[config.mk]
export PLATFORM = sky130hd
export DESIGN_NAME = rrla_cell
export DESIGN_NICKNAME = d
export VERILOG_FILES = /design/src/hdl/rrla_pkg.sv /design/src/hdl/rrla_cell.sv
export SDC_FILE = /design/constraint.sdc
export NUM_CORES = 1
export LEC_CHECK = 0
export ABC_CLOCK_PERIOD_IN_PS = 3410
export BUFFER_PORTS_ARGS = -buffer_cell sky130_fd_sc_hd__buf_2
export CORE_ASPECT_RATIO = 0.6
export CORE_MARGIN = 2
export CORE_UTILIZATION = 49
export CTS_CLUSTER_SIZE = 40
export DETAILED_ROUTE_END_ITERATION = 8
export GPL_TIMING_DRIVEN = 0
export PLACE_DENSITY = 0.84
export REMOVE_ABC_BUFFERS = 1
export SETUP_SLACK_MARGIN = 0.1
export SYNTH_ARGS = -nofsm -noshare
export SYNTH_HDL_FRONTEND = slang
export SYNTH_SLANG_ARGS = --single-unit
export TNS_END_PERCENT = 100
[constraint.sdc]
create_clock -name i_clk -period 3.41 [get_ports i_clk]
set_input_delay 0.1705 -clock i_clk [delete_from_list [all_inputs] [get_ports i_clk]]
set_output_delay 0.1705 -clock i_clk [all_outputs]
set_load 0.01 [all_outputs]
[src/hdl/rrla_pkg.sv]
// ----------------------------------------------------------------------------
// rrla_pkg
// Shared codes and the control word that walks the cell row of the lock
// arbiter.
// ----------------------------------------------------------------------------
package rrla_pkg;

    localparam int OP_W       = 3;
    localparam int NODE_W     = 4;
    localparam int ST_W       = 2;
    localparam int OUT_ADDR_W = 48;
    localparam int IN_ADDR_W  = 48;
    // wide enough for any slot index and any node number
    localparam int IDX_CMP_W  = 6;

    localparam logic [OP_W-1:0] OP_ADD        = 3'd0;
    localparam logic [OP_W-1:0] OP_REMOVE     = 3'd1;
    localparam logic [OP_W-1:0] OP_ADVANCE    = 3'd2;
    localparam logic [OP_W-1:0] OP_QUERY      = 3'd3;
    localparam logic [OP_W-1:0] OP_SET_ISSUED = 3'd4;

    localparam logic [ST_W-1:0] ST_OK           = 2'd0;
    localparam logic [ST_W-1:0] ST_ADD_TAKEN    = 2'd1;
    localparam logic [ST_W-1:0] ST_REMOVE_EMPTY = 2'd2;
    localparam logic [ST_W-1:0] ST_ADVANCE_NONE = 2'd3;

    typedef struct packed {
        logic              act;
        logic [OP_W-1:0]   op;
        logic [NODE_W-1:0] node;
        logic [ST_W-1:0]   status;
        logic              rm_done;
        logic              any_v;
        logic              succ;
        logic              hi_found;
        logic              lo_found;
    } t_ctrl;

endpackage

[src/hdl/rrla_cell.sv]
// ----------------------------------------------------------------------------
// rrla_cell
// One request slot: valid bit and line address. Updates itself when the
// word passes and folds its post-operation view into the word for the next.
// ----------------------------------------------------------------------------
module rrla_cell #(
    parameter int IDX       = 0,
    parameter int NODES     = 16,
    parameter int ADDR_BITS = 48
) (
    input  logic                     i_clk,
    input  logic                     i_rst_n,
    input  logic [$clog2(NODES)-1:0] i_holder,
    input  rrla_pkg::t_ctrl          i_ctrl,
    input  logic [ADDR_BITS-1:0]     i_addr,
    input  logic [$clog2(NODES)-1:0] i_hi_idx,
    input  logic [$clog2(NODES)-1:0] i_lo_idx,
    input  logic [ADDR_BITS-1:0]     i_res_addr,
    input  logic [ADDR_BITS-1:0]     i_lo_addr,
    output rrla_pkg::t_ctrl          o_ctrl,
    output logic [ADDR_BITS-1:0]     o_addr,
    output logic [$clog2(NODES)-1:0] o_hi_idx,
    output logic [$clog2(NODES)-1:0] o_lo_idx,
    output logic [ADDR_BITS-1:0]     o_res_addr,
    output logic [ADDR_BITS-1:0]     o_lo_addr
);

    localparam int IW = $clog2(NODES);
    localparam logic [rrla_pkg::IDX_CMP_W-1:0] MY_IDX = rrla_pkg::IDX_CMP_W'(IDX);

    logic                 r_valid;
    logic [ADDR_BITS-1:0] r_addr;

    rrla_pkg::t_ctrl      r_ctrl, n_ctrl;
    logic [ADDR_BITS-1:0] r_tok_addr;
    logic [IW-1:0]        r_hi_idx, n_hi_idx;
    logic [IW-1:0]        r_lo_idx, n_lo_idx;
    logic [ADDR_BITS-1:0] r_res_addr, n_res_addr;
    logic [ADDR_BITS-1:0] r_lo_addr, n_lo_addr;

    logic                 hit;
    logic                 wr;
    logic                 n_valid;
    logic [ADDR_BITS-1:0] post_addr;
    logic [rrla_pkg::IDX_CMP_W-1:0] node_x;
    logic [rrla_pkg::IDX_CMP_W-1:0] holder_x;

    always_comb begin
        node_x    = rrla_pkg::IDX_CMP_W'(i_ctrl.node);
        holder_x  = rrla_pkg::IDX_CMP_W'(i_holder);
        hit       = i_ctrl.act && (node_x == MY_IDX);
        wr        = hit && (i_ctrl.op == rrla_pkg::OP_ADD) && !r_valid;
        post_addr = wr ? i_addr : r_addr;
        n_valid   = r_valid;
        n_ctrl     = i_ctrl;
        n_hi_idx   = i_hi_idx;
        n_lo_idx   = i_lo_idx;
        n_res_addr = i_res_addr;
        n_lo_addr  = i_lo_addr;

        if (hit) begin
            case (i_ctrl.op)
                rrla_pkg::OP_ADD: begin
                    if (r_valid) begin
                        n_ctrl.status = rrla_pkg::ST_ADD_TAKEN;
                    end else begin
                        n_valid = 1'b1;
                    end
                end
                rrla_pkg::OP_REMOVE: begin
                    if (r_valid) begin
                        n_valid        = 1'b0;
                        n_ctrl.rm_done = 1'b1;
                    end else begin
                        n_ctrl.status = rrla_pkg::ST_REMOVE_EMPTY;
                    end
                end
                default: begin
                end
            endcase
        end

        n_ctrl.any_v = i_ctrl.any_v | n_valid;
        if (n_valid && (MY_IDX > node_x) && (post_addr == i_addr)) begin
            n_ctrl.succ = 1'b1;
        end

        if (i_ctrl.op == rrla_pkg::OP_ADVANCE) begin
            // first valid above the holder wins, else first valid at or below
            if (n_valid && (MY_IDX > holder_x) && !i_ctrl.hi_found) begin
                n_ctrl.hi_found = 1'b1;
                n_hi_idx        = IW'(IDX);
                n_res_addr      = post_addr;
            end
            if (n_valid && (MY_IDX <= holder_x) && !i_ctrl.lo_found) begin
                n_ctrl.lo_found = 1'b1;
                n_lo_idx        = IW'(IDX);
                n_lo_addr       = post_addr;
            end
        end else if (MY_IDX == holder_x) begin
            n_res_addr = post_addr;
        end
    end

    always_ff @(posedge i_clk) begin
        if (!i_rst_n) begin
            r_valid <= 1'b0;
            r_ctrl  <= '0;
        end else begin
            r_valid <= n_valid;
            r_ctrl  <= n_ctrl;
        end
    end

    always_ff @(posedge i_clk) begin
        if (wr) begin
            r_addr <= i_addr;
        end
        r_tok_addr <= i_addr;
        r_hi_idx   <= n_hi_idx;
        r_lo_idx   <= n_lo_idx;
        r_res_addr <= n_res_addr;
        r_lo_addr  <= n_lo_addr;
    end

    assign o_ctrl     = r_ctrl;
    assign o_addr     = r_tok_addr;
    assign o_hi_idx   = r_hi_idx;
    assign o_lo_idx   = r_lo_idx;
    assign o_res_addr = r_res_addr;
    assign o_lo_addr  = r_lo_addr;

endmodule

==> run summary <==
status = finished, final reports clean
wire length of the first global-routing pass = 44100 microns
number of warnings printed during yosys synthesis = 0
effective utilization at floorplan = 50.9%
worst-margin pin slew = 1.50 ns
pre-CTS setup slack = 0.269 ns
die width = 159 microns
critical path cell sequence = dlygate4sd3_1 > buf_2 > or3b_2 > nor3_4 > buf_6 > buf_6 > buf_4 > mux2i_1
Crit Path Category = input pin to flop
max-cap check violation count = 0
R2R depth = 4
area added between synthesis and finish = 61.0%
total track usage = 35.8%
most area-consuming cells after synthesis = sky130_fd_sc_hd__dfxtp_1 (61%), sky130_fd_sc_hd__mux2i_1 (6.8%), sky130_fd_sc_hd__a31oi_1 (4.4%)
row cnt = 33
areal power density over the cells = 514 nW/um^2
Hold Worst Slack = 0.0000962 ns
cell count after placement = 1147
via count normalized by instance count = 5.68
reg-to-reg critical path startpoint = r_valid
Pre-Repair DR Iteration Count = 5
floorplan die area = 15400 sq um
Final WS setup = 0.339 ns
Lkg Pwr = 0.00530 uW
antenna violations before repair = 1
maximum root-to-sink buffer count = 3
Setup violations, final = 0
final non-filler cell total = 1348
Worst Setup Start Kind = input pin
part of the cycle the worst path needs = 90.1%
distinct cell type count of the synthesized netlist = 33
worst hold path startpoint = i_res_addr[16]
Final Max Slew Viols = 0
critical path peak fanout = 51
fraction of final layout cells with drive strength greater than 1 = 35.8%
number of buffers inserted during clock tree synthesis = 20
wire per inst = 21.3 microns
number of sinks driven by the clock tree = 216
Seq cells post-synth = 216
longest individual stage delay on the worst path = 0.96 ns
RSZ-0062 raised after global routing = no
Arr. time, crit path = 3.47 ns
Critical path buffers and inverters = 5
Detailed Route WL = 28800 microns
fraction of synthesized cell area taken by the top area cell type = 61.4%
first-iteration detailed-routing DRC count = 752
setup slack, reg-to-reg = 1.17 ns
number of hold violations in the final report = 0
overall die height = 96.9 microns
final weighted congestion in routability-driven placement = 0.812
endpoint type of the worst setup path = flop
relative slew slack = 0.117%
largest voltage drop on the vdd net = 0.412 mV
largest area contributor in the netlist = sky130_fd_sc_hd__dfxtp_1
number of input and output port buffers inserted = 339
cell family with most CP delay = simple AND/OR/NAND/NOR gates
cells after synthesis = 649
post-route clock skew = 0.0102 ns
required time at the endpoint of the critical path = 3.81 ns
number of remaining DRC errors = 0
clock tree root buffer cell = sky130_fd_sc_hd__clkbuf_16
total global routing overflow = 0
hold path depth = 3
mapped cell area = 7040 sq um
clock-pin slew reported for the worst setup and hold paths after clock tree synthesis = 0.06 ns
via count of the first global-routing pass = 7880
proportion of synthesized chip area in sequential cells = 61.4%
number of nets with antenna violations after routing = 0
level count of the clock H-tree = 1
source-to-sink clock delay at the later pin of the worst-skew pair = 0.48 ns
vias = 7650
final worst path period need = 3.07 ns
Critical R2R Capture = o_lo_addr[6]
Top cell by count, worst path = sky130_fd_sc_hd__buf_6
total I/O pin count = 340
Worst path slowest cell = sky130_fd_sc_hd__or3b_2
number of nets in the finished design = 1314
average cell area after synthesis = 10.8 sq um
maximum clock frequency = 326 MHz
class of the tightest hold or removal check = input pin to flop
dpl hpwl = 14900 microns
maximum number of pins on one net before global-route repair = 52
clock tree from TritonCTS = yes
Std-Cell Core Area = 13800 sq um
end point of the most critical hold path = o_res_addr[16]
cell families (layout without fill, tap and decap cells):
group / Yosys count / after routing / share of synthesized area [%]
other: 0 / 2 / 0
AND/OR/NAND/NOR: 126 / 126 / 9.53
flip-flops: 216 / 216 / 61.4
AO/OA/AOI/OAI: 154 / 154 / 15.8
buffers and inverters: 105 / 610 / 6.45
multiplexers: 48 / 48 / 6.82
state kept, by name, summed over array words and instances, names as in the netlist:
name and cells:
r_addr 48, o_ctrl 15, r_valid 1, o_lo_addr 48
o_lo_idx 4, o_res_addr 48, o_addr 48, o_hi_idx 4
stage by stage:
step / area, sq um / setup TNS (ns) / total power, uW / util, %
after floorplan: 6770 / -239.34 / 3040 / -
after global placement: 8710 / -687.95 / 3320 / 63.0
after detailed placement: 9010 / 0 / 3360 / 65.2
after CTS: 11300 / 0 / 5740 / 81.9
after global routing: 11300 / 0 / 5990 / 82.0
final: 11300 / 0 / 5820 / 82.0
worst max path at each step:
stage / start / endpoint / slack (ns) / cells after the start
after floorplan: i_ctrl[13] / o_lo_addr[0] / -3.07 / 3
after global placement: i_ctrl[13] / o_lo_addr[14] / -6.20 / 4
after detailed placement: i_ctrl[13] / o_lo_addr[7] / 0.27 / 7
after CTS: i_ctrl[11] / o_lo_addr[18] / 0.20 / 8
after global routing: i_ctrl[13] / o_lo_addr[31] / 0.25 / 8
final: i_ctrl[11] / o_lo_addr[31] / 0.34 / 8
power breakdown:
| group | switching (uW) | internal [uW] |
|---|---|---|
| logic | 409 | 365 |
| registers | 55.4 | 2690 |
| clock network | 964 | 1340 |
| total | 1430 | 4400 |
timing repair:
item	4_1_cts	5_1_grt
gates resized for setup	0	1
endpoints found under the hold margin	211	0
buffers inserted	0	0
hold buffers	164	0
setup endpoints to repair	0	7
Yosys cell counts:
cell type and number:
sky130_fd_sc_hd__and3_1 1, sky130_fd_sc_hd__dfxtp_1 216, sky130_fd_sc_hd__o21ai_0 1, sky130_fd_sc_hd__or4b_1 1, sky130_fd_sc_hd__nor4b_2 1, sky130_fd_sc_hd__o31a_1 1
sky130_fd_sc_hd__or3b_2 1, sky130_fd_sc_hd__buf_1 3, sky130_fd_sc_hd__or3_1 1, sky130_fd_sc_hd__nor2b_1 5, sky130_fd_sc_hd__a31oi_1 49, sky130_fd_sc_hd__buf_2 14
sky130_fd_sc_hd__and2_1 11, sky130_fd_sc_hd__buf_12 1, sky130_fd_sc_hd__inv_1 50, sky130_fd_sc_hd__o31ai_1 38, sky130_fd_sc_hd__mux2i_1 48, sky130_fd_sc_hd__buf_6 1
sky130_fd_sc_hd__buf_4 5, sky130_fd_sc_hd__a21oi_1 49, sky130_fd_sc_hd__nand2_1 49, sky130_fd_sc_hd__clkbuf_1 31, sky130_fd_sc_hd__o31ai_4 10, sky130_fd_sc_hd__o22ai_1 1
sky130_fd_sc_hd__nor2_1 2, sky130_fd_sc_hd__nor3_1 4, sky130_fd_sc_hd__o21a_1 2, sky130_fd_sc_hd__a41oi_1 1, sky130_fd_sc_hd__or2_2 1, sky130_fd_sc_hd__a311oi_1 1
sky130_fd_sc_hd__nor4_1 1, sky130_fd_sc_hd__nand4_1 48, sky130_fd_sc_hd__a32oi_1 1
per-layer routing:
| metal | vias up | global-route usage [%] | routed length, microns |
|---|---|---|---|
| met4 | 0 | 16.2 | 1420 |
| li1 | 3284 | - | - |
| met2 | 665 | 63.0 | 14200 |
| met1 | 3553 | 42.0 | 10300 |
| met5 | - | 0 | 0 |
| met3 | 148 | 8.19 | 2780 |
area by class of cell:
| cell class | count | area [sq um] |
|---|---|---|
| diodes | 2 | 5.00 |
| clock buffers | 27 | 578 |
| clock inverters | 8 | 95.1 |
| fillers | 693 | 2490 |
| inverters | 50 | 188 |
| multi-input cells | 328 | 2310 |
| flip-flops and latches | 216 | 4320 |
| well taps | 192 | 240 |
| repair buffers | 525 | 3600 |
cells in the final DEF, fill, tap and decap left out, types with 2 or more instances in the layout:
cell type	netlist	final
sky130_fd_sc_hd__buf_2	14	339
sky130_fd_sc_hd__diode_2	0	2
sky130_fd_sc_hd__clkinvlp_4	0	2
sky130_fd_sc_hd__dfxtp_1	216	216
sky130_fd_sc_hd__a31oi_1	49	49
sky130_fd_sc_hd__buf_12	1	2
sky130_fd_sc_hd__o21a_1	2	2
sky130_fd_sc_hd__bufinv_16	0	2
sky130_fd_sc_hd__buf_4	5	7
sky130_fd_sc_hd__inv_1	50	50
sky130_fd_sc_hd__clkbuf_8	0	3
sky130_fd_sc_hd__clkinv_2	0	4
sky130_fd_sc_hd__nand4_1	48	48
sky130_fd_sc_hd__nor3_1	4	2
sky130_fd_sc_hd__buf_8	0	2
sky130_fd_sc_hd__clkbuf_1	31	3
sky130_fd_sc_hd__mux2i_1	48	48
sky130_fd_sc_hd__dlygate4sd3_1	0	164
sky130_fd_sc_hd__clkbuf_16	0	21
sky130_fd_sc_hd__a21oi_1	49	49
sky130_fd_sc_hd__buf_6	1	10
sky130_fd_sc_hd__and2_1	11	10
sky130_fd_sc_hd__nor2b_1	5	5
sky130_fd_sc_hd__nand2_1	49	49
sky130_fd_sc_hd__o31ai_4	10	10
sky130_fd_sc_hd__o31ai_1	38	38
worst min-delay path, cell delays in order:
cell	delay, ns
sky130_fd_sc_hd__buf_2	0.08
sky130_fd_sc_hd__a21oi_1	0.04
sky130_fd_sc_hd__a31oi_1	0.15
Note: power is estimated with default switching activity, not from simulation.
